**src/rtl/dibs_pkg.sv**
```systemverilog
// ----------------------------------------------------------------------------
// dibs_pkg
// Shared types and constants of the deformable bilinear sampler.
// ----------------------------------------------------------------------------
package dibs_pkg;

    localparam int CHANNELS   = 4;
    localparam int MAX_HEIGHT = 64;
    localparam int MAX_WIDTH  = 64;
    localparam int FRAC_BITS  = 8;

    localparam int CH_W    = 2;
    localparam int ROW_W   = 6;
    localparam int COL_W   = 6;
    localparam int KER_W   = 4;
    localparam int OFF_W   = 15;
    localparam int PIX_W   = 16;
    localparam int SIZE_W  = 7;
    localparam int WGT_W   = FRAC_BITS + 1;
    localparam int ADDR_W  = CH_W + ROW_W + COL_W;
    localparam int APB_AW  = 3;
    localparam int APB_DW  = 32;

    localparam logic [WGT_W-1:0]  ONE_FIX  = WGT_W'(1 << FRAC_BITS);
    localparam logic [SIZE_W-1:0] SIZE_MIN = SIZE_W'(2);
    localparam logic [SIZE_W-1:0] H_MAX    = SIZE_W'(MAX_HEIGHT);
    localparam logic [SIZE_W-1:0] W_MAX    = SIZE_W'(MAX_WIDTH);

    localparam logic REG_HEIGHT = 1'b0;
    localparam logic REG_WIDTH  = 1'b1;

    localparam logic ACT_LOAD   = 1'b0;
    localparam logic ACT_SAMPLE = 1'b1;

    typedef struct packed {
        logic                     is_sample;
        logic [CH_W-1:0]          channel;
        logic [ROW_W-1:0]         row;
        logic [COL_W-1:0]         col;
        logic signed [PIX_W-1:0]  pixel;
        logic [WGT_W-1:0]         w_top;
        logic [WGT_W-1:0]         w_left;
        logic [WGT_W-1:0]         w_bottom;
        logic [WGT_W-1:0]         w_right;
    } t_cmd;

    typedef struct packed {
        logic signed [PIX_W-1:0]  sample_value;
        logic [CH_W-1:0]          channel;
        logic [ROW_W-1:0]         corner_row;
        logic [COL_W-1:0]         corner_col;
        logic [WGT_W-1:0]         w_top;
        logic [WGT_W-1:0]         w_left;
        logic [WGT_W-1:0]         w_bottom;
        logic [WGT_W-1:0]         w_right;
    } t_result;

endpackage

```
**src/rtl/dibs_front.sv**
```systemverilog
// ----------------------------------------------------------------------------
// dibs_front
// Accepts input beats, works out the clamped corner and the four weights of a
// sample, and holds the commands in a short queue for the back end.
// ----------------------------------------------------------------------------
module dibs_front (
    input  logic                                i_clk,
    input  logic                                i_rst_n,
    input  logic [dibs_pkg::SIZE_W-1:0]         i_height,
    input  logic [dibs_pkg::SIZE_W-1:0]         i_width,
    input  logic                                i_push,
    output logic                                o_full,
    input  logic                                i_action,
    input  logic [dibs_pkg::CH_W-1:0]           i_channel,
    input  logic [dibs_pkg::ROW_W-1:0]          i_row,
    input  logic [dibs_pkg::COL_W-1:0]          i_col,
    input  logic [dibs_pkg::KER_W-1:0]          i_kernel_row,
    input  logic [dibs_pkg::KER_W-1:0]          i_kernel_col,
    input  logic signed [dibs_pkg::OFF_W-1:0]   i_y_offset,
    input  logic signed [dibs_pkg::OFF_W-1:0]   i_x_offset,
    input  logic signed [dibs_pkg::PIX_W-1:0]   i_pixel_value,
    output logic                                o_cmd_valid,
    output dibs_pkg::t_cmd                      o_cmd,
    input  logic                                i_cmd_pop
);
    import dibs_pkg::*;

    localparam int QDEPTH = 4;
    localparam int QPTR_W = $clog2(QDEPTH);

    typedef struct packed {
        logic [ROW_W-1:0] corner;
        logic [WGT_W-1:0] frac;
    } t_axis;

    function automatic logic [SIZE_W-1:0] clamp_size(input logic [SIZE_W-1:0] v,
                                                     input logic [SIZE_W-1:0] hi);
        logic [SIZE_W-1:0] r;
        if (v < SIZE_MIN) begin
            r = SIZE_MIN;
        end else if (v > hi) begin
            r = hi;
        end else begin
            r = v;
        end
        return r;
    endfunction

    function automatic t_axis locate(input logic [ROW_W-1:0] base,
                                     input logic [KER_W-1:0] kern,
                                     input logic signed [OFF_W-1:0] off,
                                     input logic [SIZE_W-1:0] n);
        logic [ROW_W:0]                  tap;
        logic signed [ROW_W+FRAC_BITS+2:0] pos;
        logic [ROW_W+FRAC_BITS-1:0]      top;
        logic [ROW_W+FRAC_BITS-1:0]      c;
        t_axis                           r;
        tap = {1'b0, base} + (ROW_W+1)'(kern);
        pos = $signed({2'b00, tap, FRAC_BITS'(0)}) + (ROW_W+FRAC_BITS+3)'(off);
        top = {ROW_W'(n - SIZE_W'(1)), FRAC_BITS'(0)};
        if (pos < 0) begin
            c = '0;
        end else if (pos > $signed({3'b000, top})) begin
            c = top;
        end else begin
            c = pos[ROW_W+FRAC_BITS-1:0];
        end
        if ({1'b0, c[ROW_W+FRAC_BITS-1:FRAC_BITS]} >= (n - SIZE_W'(1))) begin
            r.corner = ROW_W'(n - SIZE_W'(2));
            r.frac   = ONE_FIX;
        end else begin
            r.corner = c[ROW_W+FRAC_BITS-1:FRAC_BITS];
            r.frac   = {1'b0, c[FRAC_BITS-1:0]};
        end
        return r;
    endfunction

    t_cmd              r_q [QDEPTH];
    logic [QPTR_W-1:0] r_wr;
    logic [QPTR_W-1:0] r_rd;
    logic [QPTR_W:0]   r_count;

    t_axis ay;
    t_axis ax;
    t_cmd  cmd_in;
    logic  push_acc;
    logic  pop_acc;

    always_comb begin
        ay = locate(i_row, i_kernel_row, i_y_offset, clamp_size(i_height, H_MAX));
        ax = locate(i_col, i_kernel_col, i_x_offset, clamp_size(i_width, W_MAX));
        cmd_in.is_sample = (i_action == ACT_SAMPLE);
        cmd_in.channel   = i_channel;
        cmd_in.pixel     = i_pixel_value;
        cmd_in.w_top     = ONE_FIX - ay.frac;
        cmd_in.w_bottom  = ay.frac;
        cmd_in.w_left    = ONE_FIX - ax.frac;
        cmd_in.w_right   = ax.frac;
        if (i_action == ACT_SAMPLE) begin
            cmd_in.row = ay.corner;
            cmd_in.col = ax.corner;
        end else begin
            cmd_in.row = i_row;
            cmd_in.col = i_col;
        end
    end

    assign o_full      = (r_count == (QPTR_W+1)'(QDEPTH));
    assign o_cmd_valid = (r_count != '0);
    assign o_cmd       = r_q[r_rd];
    assign push_acc    = i_push && !o_full;
    assign pop_acc     = i_cmd_pop && o_cmd_valid;

    always_ff @(posedge i_clk) begin
        if (push_acc) begin
            r_q[r_wr] <= cmd_in;
        end
    end

    always_ff @(posedge i_clk) begin
        if (!i_rst_n) begin
            r_wr    <= '0;
            r_rd    <= '0;
            r_count <= '0;
        end else begin
            if (push_acc) begin
                r_wr <= r_wr + QPTR_W'(1);
            end
            if (pop_acc) begin
                r_rd <= r_rd + QPTR_W'(1);
            end
            r_count <= r_count + (QPTR_W+1)'(push_acc) - (QPTR_W+1)'(pop_acc);
        end
    end

endmodule

```
**config.mk**
```make
export PLATFORM = sky130hd
export DESIGN_NAME = dibs_front
export DESIGN_NICKNAME = d
export VERILOG_FILES = /design/src/rtl/dibs_pkg.sv /design/src/rtl/dibs_front.sv
export SDC_FILE = /design/constraint.sdc
export NUM_CORES = 1
export LEC_CHECK = 0
export BUFFER_PORTS_ARGS = -buffer_cell sky130_fd_sc_hd__buf_2
export CAP_MARGIN = 0
export CORE_MARGIN = 2
export CORE_UTILIZATION = 50
export CTS_CLUSTER_SIZE = 16
export DETAILED_ROUTE_END_ITERATION = 8
export PLACE_DENSITY = 0.82
export SETUP_SLACK_MARGIN = 0.5
export SLEW_MARGIN = 40
export SYNTH_ARGS = -nofsm -noshare
export SYNTH_HDL_FRONTEND = slang
export SYNTH_SLANG_ARGS = --single-unit
export TNS_END_PERCENT = 20
```
**constraint.sdc**
```tcl
create_clock -name i_clk -period 6.5 [get_ports i_clk]
set_input_delay 1.3 -clock i_clk [delete_from_list [all_inputs] [get_ports i_clk]]
set_output_delay 1.3 -clock i_clk [all_outputs]
set_load 0.02 [all_outputs]
```
==> results.py, run 1 <==
metrics = {
    "status": {
        "status": "completed",
    },
    "sta": {
        "skew_ns": 0.00803,
        "fin_crit_sh": 0.988,
        "clock.fmax_mhz": 156,
        "max_slew_margin": 0.457,
        "fin_setup_tns_ns": 0,
        "finalSetupViolCount": 0,
        "hold_viol_final": 0,
        "final.min_clock_period_ns": 6.42,
        "rsz0062_at_grt": "yes",
        "layout_setup_ws_ns": 0.0770,
        "drv_slew": 0,
        "worst_slew_pin_slew_ns": 0.808,
    },
    "logic_synthesis": {
        "synth-edff-count": 260,
        "yosysSeqAreaShare": 0.618,
        "synthesis.nets": 984,
        "syn_inst": 828,
        "synth_cell_types": 68,
        "yosysWarnings": 0,
        "yosys_register_bits": 269,
        "synth_area_um2": 12900,
        "avgSynthCellArea_um2": 15.6,
        "synth_flop_cell": "edfxtp_1",
        "synthArstFlopShare": 0,
    },
    "floorplanning": {
        "die_y_um": 165,
        "die_x_um": 165,
        "initial_core_util": 0.512,
        "rows": 58,
        "fp.coreArea_um2": 25300,
        "die_area_um2": 27200,
        "ioPinCount": 156,
    },
    "pwr": {
        "leakage_nw": 6.13,
        "p_per_area_nw_per_um2": 372,
        "finalPower_mw": 6.14,
        "ir_worst_vdd_mv": 0.309,
    },
    "cts": {
        "cts_root_buffer": "clkbuf_16",
        "cts_tree": "built",
        "cts_max_path_buffers": 3,
        "cts_sinks": 269,
        "clk_latency_ns": 0.51,
        "cts_inserted_buffers": 26,
        "clk_pin_slew_ns": 0.06,
        "htreeDepth": 1,
    },
    "route": {
        "wirelength_um": 28400,
        "vias": 8201,
        "drt-pass1-iter-count": 5,
        "via_per_inst": 5.66,
        "ant_nets": 0,
        "drtIter0Drc": 556,
        "post-route-drc-count": 0,
        "routedWlPerCell_um": 19.6,
    },
    "critical_path": {
        "required_ns": 6.75,
        "cp_max_fo": 4,
        "path_depth": 34,
        "worstSetupPathType": "in -> reg",
        "cpMaxStageDelayCell": "nor4_4",
        "arrival_ns": 6.67,
        "max_stage_delay_ns": 0.39,
        "r2r.worst_path.cells": 11,
        "crit_family": "compound AO/OA/AOI/OAI gates",
        "start_kind": "primary input",
        "end_kind": "register",
        "path_common_cell": "buf_4",
        "critPathBufInv": 12,
    },
    "cells_and_area": {
        "final_area_um2": 16500,
        "fillers": 1768,
        "finalNetCount": 1254,
        "drive_above_1_share": 0.437,
        "syn2layout_area_growth_pct": 27.6,
    },
    "grt": {
        "antenna_found_initial": 1,
        "track_usage": 0.205,
        "globalRoute.totalOverflow": 0,
        "grt_pass1_wl_um": 43300,
        "grt_pass1_vias": 8160,
        "grt_max_degree": 38,
    },
    "hold_path": {
        "whs_path_depth": 2,
        "hold_path_class": "reg -> reg",
    },
    "placed_design": {
        "detailedPlace.worstSlack_ns": -0.337,
        "dpl.hpwl_um": 19500,
        "placed_area_um2": 14900,
        "port_buffers": 155,
        "gp_congestion": 0.887,
    },
    "flow_run": {
        "maxCapViolCount": 0,
    },
}
## per-stage QoR
stage	cells	hold WS [ns]	utilization
floorplan	828	0.528	-
global placement	1361	0.551	0.585
detailed placement	1369	0.568	0.591
CTS	1430	0.590	0.633
global route	1448	0.610	0.653
finish	1449	0.583	0.653
## area by class of cell
cell class                 count  area (µm²)  area share
antenna                        2        5.00    0.000303
multi-input combinational    496        5260       0.319
timing repair buffer         266        1780       0.108
inverter                      39         154     0.00933
tap                          330         413      0.0250
clock buffer                  36         739      0.0448
sequential                   269        8000       0.485
clock inverter                11         160     0.00971
## sequential cells by signal, indices dropped and copies added (netlist names), named ones only
| signal | count |
|---|---|
| r_q | 260 |
| r_count | 3 |
| r_rd | 2 |
| r_wr | 2 |
## synth_stat cells (13+ instances only)
master / count / share of area
o21ai_1: 15 / 0.0058
nand2_1: 25 / 0.0073
edfxtp_1: 260 / 0.60
and2_1: 15 / 0.0073
ha_1: 64 / 0.062
a21oi_1: 23 / 0.0089
o21ai_0: 33 / 0.013
inv_1: 33 / 0.0096
nor2b_1: 18 / 0.0087
xnor2_1: 28 / 0.019
nor3_1: 13 / 0.0050
mux4_2: 65 / 0.11
nor2_1: 49 / 0.014
## routing by layer
metal,routed length [µm],track usage,vias to the layer above
met1,12100,0.278,4111
met2,14400,0.352,245
met5,0,0,-
met4,413,0.0470,0
li1,-,-,3815
met3,1540,0.0294,30
## power breakdown
| part | leakage (nW) | switching (mW) | total, mW | internal (mW) |
|---|---|---|---|---|
| registers | 2.48 | 0.0814 | 2.28 | 2.20 |
| logic | 3.21 | 1.26 | 2.30 | 1.05 |
| clock network | 0.440 | 0.599 | 1.55 | 0.953 |
## path summary, 6_finish.rpt
| kind | startpoint | end | slack, ns |
|---|---|---|---|
| setup / recovery | i_row[2] | r_q[1][33] | 0.08 |
| setup reg to reg | r_count[1] | r_count[2] | 3.97 |
| hold / removal | r_rd[1] | register | 0.58 |
| hold reg to reg | r_rd[1] | register | 0.58 |
## placed cells by master (no fill, tap or decap), types with 5 or more instances in the layout
| cell | Yosys | routed |
|---|---|---|
| a21o_1 | 8 | 8 |
| inv_1 | 33 | 32 |
| ha_1 | 64 | 56 |
| xnor2_1 | 28 | 23 |
| nand2_1 | 25 | 20 |
| a21oi_2 | 1 | 8 |
| buf_4 | 2 | 95 |
| a21oi_1 | 23 | 16 |
| buf_12 | 0 | 8 |
| o21ai_1 | 15 | 11 |
| and2_4 | 0 | 7 |
| ha_4 | 0 | 6 |
| nand2b_1 | 12 | 10 |
| xor2_1 | 8 | 8 |
| nor2b_1 | 18 | 18 |
| nor3_1 | 13 | 12 |
| dfxtp_1 | 9 | 7 |
| clkbuf_1 | 12 | 6 |
| o211ai_1 | 11 | 11 |
| o21ai_0 | 33 | 23 |
| o21ai_4 | 0 | 5 |
| and2_1 | 15 | 8 |
| edfxtp_1 | 260 | 260 |
| and3_1 | 7 | 5 |
| mux2i_1 | 8 | 5 |
| buf_6 | 2 | 9 |
| mux4_2 | 65 | 65 |
| o21ai_2 | 1 | 10 |
| nand2_2 | 0 | 5 |
| nor2_1 | 49 | 40 |
| clkbuf_16 | 0 | 27 |
| nand3_1 | 7 | 7 |
| nor2_2 | 0 | 8 |
| buf_2 | 0 | 151 |
## cells by family after synthesis
family,after synthesis,synth area share
compound gates,136,0.0684
xor+xnor,36,0.0244
fa+ha+maj,69,0.0697
buf+inv,63,0.0200
flops,269,0.618
mux,74,0.120
simple gates,181,0.0796
## worst min-delay path, stage by stage (launching register included)
cell and delay [ns]:
dfxtp_1 0.32, xnor2_1 0.06, and2_1 0.16
## timing repair
action,in CTS,in global routing
resized for setup,11,81
hold buffers,0,0
endpoints found under the setup margin,32,156
pin swaps,2,32
buffers inserted,14,17
Note: power is estimated with default switching activity, not from simulation.
==> run 2: changes to the inputs <==
--- a/config.mk
+++ b/config.mk
@@ -11,7 +11,7 @@
 export CORE_UTILIZATION = 50
 export CTS_CLUSTER_SIZE = 16
 export DETAILED_ROUTE_END_ITERATION = 8
-export PLACE_DENSITY = 0.82
+export PLACE_DENSITY = 0.79
 export SETUP_SLACK_MARGIN = 0.5
 export SLEW_MARGIN = 40
 export SYNTH_ARGS = -nofsm -noshare
==> constraint.sdc (replaced) <==
create_clock -name i_clk -period 8.33 [get_ports i_clk]
set_input_delay 1.666 -clock i_clk [delete_from_list [all_inputs] [get_ports i_clk]]
set_output_delay 1.666 -clock i_clk [all_outputs]
set_load 0.02 [all_outputs]
==> results.py, run 2 (synthesis results as in run 1) <==
metrics = {
    "status": {
        "status": "completed",
    },
    "sta": {
        "worst_slew_pin_slew_ns": 0.712,
        "drv_slew": 0,
        "skew_ns": 0.0157,
        "hold_viol_final": 0,
        "final.min_clock_period_ns": 7.31,
        "rsz0062_at_grt": "no",
        "max_slew_margin": 0.522,
        "fin_crit_sh": 0.878,
        "clock.fmax_mhz": 137,
        "finalSetupViolCount": 0,
        "fin_setup_tns_ns": 0,
    },
    "pwr": {
        "finalPower_mw": 4.34,
        "p_per_area_nw_per_um2": 289,
        "ir_worst_vdd_mv": 0.166,
        "power.switching_mw": 1.39,
        "p_int_mw": 2.95,
        "power_frac_clock": 0.250,
        "leakage_nw": 5.46,
        "p_seq_frac": 0.412,
        "pwr-share-comb": 0.338,
        "swShare": 0.320,
    },
    "critical_path": {
        "required_ns": 8.55,
        "cp_max_fo": 7,
        "critPathBufInv": 3,
        "path_common_cell": "ha_1",
        "max_stage_delay_ns": 0.55,
        "worstSetupPathType": "in -> reg",
        "crit_path_start": "i_col[0]",
        "r2r-start": "r_count[1]",
        "end_kind": "register",
        "start_kind": "primary input",
        "arrival_ns": 7.54,
        "cpMaxStageDelayCell": "or3_1",
        "crit_family": "simple AND/OR/NAND/NOR gates",
    },
    "hold_path": {
        "hold_path_class": "reg -> reg",
        "min-delay-start": "r_wr[1]",
    },
    "placed_design": {
        "dpl.hpwl_um": 18900,
        "gp_congestion": 0.880,
        "port_buffers": 155,
        "dp.cells": 1303,
    },
    "cells_and_area": {
        "layout.cells.non_filler": 1348,
        "finalNetCount": 1157,
        "final_common_cell": "edfxtp_1",
        "fillers": 1930,
        "syn2layout_area_growth_pct": 16.3,
        "largest_register_ffs": 260,
        "layout_common_cells": "edfxtp_1 (260), buf_2 (155), mux4_2 (65), ha_1 (64), nor2_1 (49)",
        "drive_above_1_share": 0.296,
        "largestRegisters": "r_q x260, r_count x3",
        "top_register": "r_q",
    },
    "route": {
        "post-route-drc-count": 0,
        "via_per_inst": 5.71,
        "drt-pass1-iter-count": 7,
        "vias": 7694,
        "drtIter0Drc": 525,
        "routedWlPerCell_um": 19.7,
        "ant_nets": 0,
        "wirelength_um": 26500,
    },
    "floorplanning": {
        "ioPinCount": 156,
        "die_y_um": 165,
        "initial_core_util": 0.512,
        "die_area_um2": 27200,
        "die_x_um": 165,
        "rows": 58,
        "fp.coreArea_um2": 25300,
    },
    "cts": {
        "cts_inserted_buffers": 25,
        "clk_pin_slew_ns": 0.06,
        "cts_max_path_buffers": 3,
        "cts_root_buffer": "clkbuf_16",
        "clk_latency_ns": 0.51,
        "cts_sinks": 269,
        "cts_tree": "built",
        "htreeDepth": 1,
    },
    "grt": {
        "grt_pass1_wl_um": 41000,
        "track_usage": 0.196,
        "globalRoute.totalOverflow": 0,
        "antenna_found_initial": 1,
        "grt_pass1_vias": 7675,
        "grt_max_degree": 39,
    },
    "flow_run": {
        "maxCapViolCount": 0,
    },
}
==> run 2: power groups by stage <==
stage	clock [mW]	sequential (mW)	combinational (mW)
after CTS	1.11	1.82	1.45
after detailed placement	0	1.85	1.44
after global placement	0	1.85	1.39
after floorplan	0	1.78	1.06
final	1.09	1.79	1.47
after global routing	1.16	1.81	1.59
==> run 2: final timing paths <==
kind | to | slack (ns) | cells past startpoint
min | r_wr[1] | 0.58 | 2
min reg2reg | r_wr[1] | 0.58 | 2
max reg2reg | r_count[2] | 5.88 | 11
max | r_q[0][24] | 1.02 | 30
==> run 2: layout make-up <==
cell class                      instances  area (µm²)  share of cell area
Sequential cell                       269        8000               0.532
Antenna cell                            1        2.50            0.000166
Clock inverter                         14         134             0.00890
Multi-Input combinational cell        496        4700               0.312
Clock buffer                           29         651              0.0433
Timing Repair Buffer                  170        1000              0.0666
Inverter                               39         146             0.00973
Tap cell                              330         413              0.0275
==> run 2: repair_timing <==
action / in CTS / in global routing
buffers inserted: 0 / 0
setup endpoints to repair: 0 / 4
hold buffers: 0 / 0
resized for setup: 0 / 0
==> run 2: worst min-delay path, stage by stage, from the launching register on <==
cell and delay (ns):
dfxtp_1 0.34, mux2i_1 0.14, nor2b_1 0.06
==> run 2: through the flow <==
step | setup slack (ns) | util | cell area, µm² | hold WS, ns
2_1_floorplan | 1.06 | - | 12900 | 0.528
3_3_place_gp | 0.617 | 0.557 | 14100 | 0.558
3_5_place_dp | 0.523 | 0.564 | 14200 | 0.571
4_1_cts | 1.02 | 0.595 | 15000 | 0.582
5_1_grt | 0.519 | 0.595 | 15000 | 0.608
6_report | 1.02 | 0.595 | 15000 | 0.580
==> run 2: layer usage <==
metal  up-vias  track usage  wire length (µm)
met5         -            0                 0
li1       3602            -                 -
met1      3847        0.264             11300
met4         0       0.0395               384
met2       221        0.341             13300
met3        24       0.0291              1550
==> run 3: changes to the inputs <==
--- a/config.mk
+++ b/config.mk
@@ -5,6 +5,7 @@
 export SDC_FILE = /design/constraint.sdc
 export NUM_CORES = 1
 export LEC_CHECK = 0
+export ABC_AREA = 1
 export BUFFER_PORTS_ARGS = -buffer_cell sky130_fd_sc_hd__buf_2
 export CAP_MARGIN = 0
 export CORE_MARGIN = 2
==> results.py, run 3 <==
metrics = {
    "grt": {
        "grt_pass1_vias": 9100,
        "globalRoute.totalOverflow": 0,
        "grt_max_degree": 75,
        "track_usage": 0.209,
        "grt_pass1_wl_um": 47100,
        "antenna_found_initial": 0,
    },
    "floorplanning": {
        "rows": 59,
        "die_x_um": 167,
        "fp.coreArea_um2": 26100,
        "die_y_um": 167,
        "ioPinCount": 156,
        "initial_core_util": 0.511,
        "die_area_um2": 28000,
    },
    "logic_synthesis": {
        "synth_common_cells": "edfxtp_1 (260), nand2_1 (192), nor2_1 (179), o21ai_0 (147), inv_1 (117)",
        "synth.most_common_cell": "edfxtp_1",
        "yosysSeqAreaShare": 0.598,
        "synth_top_area_frac": 0.585,
        "synthArstFlopShare": 0,
        "synth_area_um2": 13300,
        "yosys.area.top_type": "edfxtp_1",
        "synth_flop_cell": "edfxtp_1",
        "syn_inst": 1275,
        "yosys_register_bits": 269,
        "synthesis.nets": 1431,
        "synth-edff-count": 260,
        "yosysWarnings": 0,
        "avgSynthCellArea_um2": 10.5,
        "synth_cell_types": 43,
        "synthTopCellsByArea": "edfxtp_1 (58%), ha_1 (6.0%), o21ai_0 (5.5%)",
    },
    "critical_path": {
        "cpMaxStageDelayCell": "nor3_1",
        "cp_max_fo": 17,
        "path_common_cell": "nand2_1",
        "arrival_ns": 7.29,
        "end_kind": "register",
        "max_stage_delay_ns": 0.42,
        "worstSetupPathType": "in -> reg",
        "critPathBufInv": 6,
        "start_kind": "primary input",
        "required_ns": 8.63,
        "crit_family": "simple AND/OR/NAND/NOR gates",
    },
    "sta": {
        "max_slew_margin": 0.477,
        "rsz0062_at_grt": "no",
        "skew_ns": 0.0136,
        "fin_setup_tns_ns": 0,
        "fin_crit_sh": 0.838,
        "final.min_clock_period_ns": 6.98,
        "hold_viol_final": 0,
        "worst_slew_pin_slew_ns": 0.784,
        "finalSetupViolCount": 0,
        "drv_slew": 0,
        "clock.fmax_mhz": 143,
    },
    "cts": {
        "cts_hold_buf": 0,
        "post_cts_buffers": 0,
        "htreeDepth": 1,
        "cts_inserted_buffers": 25,
        "cts_tree": "built",
        "clk_pin_slew_ns": 0.06,
        "cts_root_buffer": "clkbuf_16",
        "cts_max_path_buffers": 3,
        "cts_sinks": 269,
        "ctsResizeCount": 0,
        "clk_latency_ns": 0.53,
    },
    "placed_design": {
        "port_buffers": 155,
        "placed_area_um2": 14400,
        "gp_congestion": 0.944,
        "dpl.hpwl_um": 18700,
    },
    "route": {
        "drt-pass1-iter-count": 7,
        "ant_nets": 0,
        "via_per_inst": 5.40,
        "post-route-drc-count": 9,
        "routedWlPerCell_um": 16.5,
        "wirelength_um": 29100,
        "vias": 9528,
        "drtIter0Drc": 852,
    },
    "pwr": {
        "ir_worst_vdd_mv": 0.216,
        "p_per_area_nw_per_um2": 285,
        "finalPower_mw": 4.33,
        "leakage_nw": 6.26,
    },
    "cells_and_area": {
        "finalNetCount": 1571,
        "drive_above_1_share": 0.179,
        "n_antenna_cell": 0,
        "largest_register_ffs": 260,
        "top_register": "r_q",
        "final_area_um2": 15200,
        "largestRegisters": "r_q x260, r_count x3",
        "syn2layout_area_growth_pct": 13.8,
        "final_common_cell": "edfxtp_1",
        "layout_common_cells": "edfxtp_1 (260), nand2_1 (192), nor2_1 (175), buf_2 (155), o21ai_0 (147)",
    },
    "hold_path": {
        "hold_path_class": "reg -> reg",
    },
    "status": {
        "status": "finished, violations left",
        "failed_checks": "design-rule violations",
    },
    "flow_run": {
        "maxCapViolCount": 0,
    },
}
## run 3: cell types whose count changed after synthesis, moves of 15 or more
| cell | before | now |
|---|---|---|
| nor2_1 | 49 | 179 |
| nor2b_1 | 18 | 0 |
| mux4_2 | 65 | 0 |
| and2_1 | 15 | 0 |
| inv_1 | 33 | 117 |
| o22ai_1 | 3 | 65 |
| clkbuf_1 | 12 | 41 |
| o21ai_0 | 33 | 147 |
| nand3_1 | 7 | 44 |
| nand2_1 | 25 | 192 |
## run 3: where the power goes
group	switching, mW	total, mW	leakage, nW	internal, mW
Combinational	1.05	1.49	3.42	0.444
Clock	0.463	1.04	0.370	0.580
Sequential	0.0634	1.79	2.47	1.73
Total	1.57	4.33	6.26	2.75
## run 3: worst reg2reg max path, delay by kind of cell (launching register included)
kind            cells  cell delay [ns]
fa+ha+maj           3             0.87
flops               1             0.35
buf+inv             2             0.11
simple gates        1             0.34
compound gates      3             0.73
## run 3: through the flow
stage / setup slack [ns] / hold slack (ns) / cells / util
after floorplan: 1.82 / 0.436 / 1275 / -
after global placement: 1.15 / 0.452 / 1723 / 0.552
after global routing: 0.630 / 0.490 / 1766 / 0.581
final: 1.35 / 0.463 / 1766 / 0.581
after detailed placement: 0.906 / 0.453 / 1723 / 0.553
after CTS: 1.43 / 0.466 / 1766 / 0.581
## run 3: cell families (layout without fill, tap and decap cells)
kind of cell    after synthesis  count (layout)  share of synthesized area
xor+xnor                     32              32                     0.0210
fa+ha+maj                    69              69                     0.0675
flops                       269             269                      0.598
compound gates              270             270                      0.114
simple gates                458             458                      0.147
buf+inv                     177             333                     0.0526
## run 3: layout make-up
type / count / area (µm²)
repair buffers: 164 / 858
clock inverters: 17 / 123
inverters: 126 / 479
well taps: 335 / 419
clock buffers: 26 / 629
fillers: 2168 / 10900
flip-flops and latches: 269 / 7990
multi-input cells: 829 / 4690
## run 3: per-layer routing
metal	share of wire	wire length, µm	track usage	vias up
met5	0	0	0	-
met4	0.012	352	0.0457	0
met3	0.069	2010	0.0305	26
met2	0.48	14000	0.354	342
met1	0.44	12800	0.289	4458
li1	-	-	-	4702
## run 3: path summary, 6_finish.rpt
kind | startpoint | to | slack [ns] | cells after the start
min reg2reg | r_rd[1] | register | 0.46 | 2
max | i_row[2] | r_q[2][31] | 1.35 | 36
min | r_rd[1] | register | 0.46 | 2
max reg2reg | r_count[1] | r_count[2] | 5.82 | 9
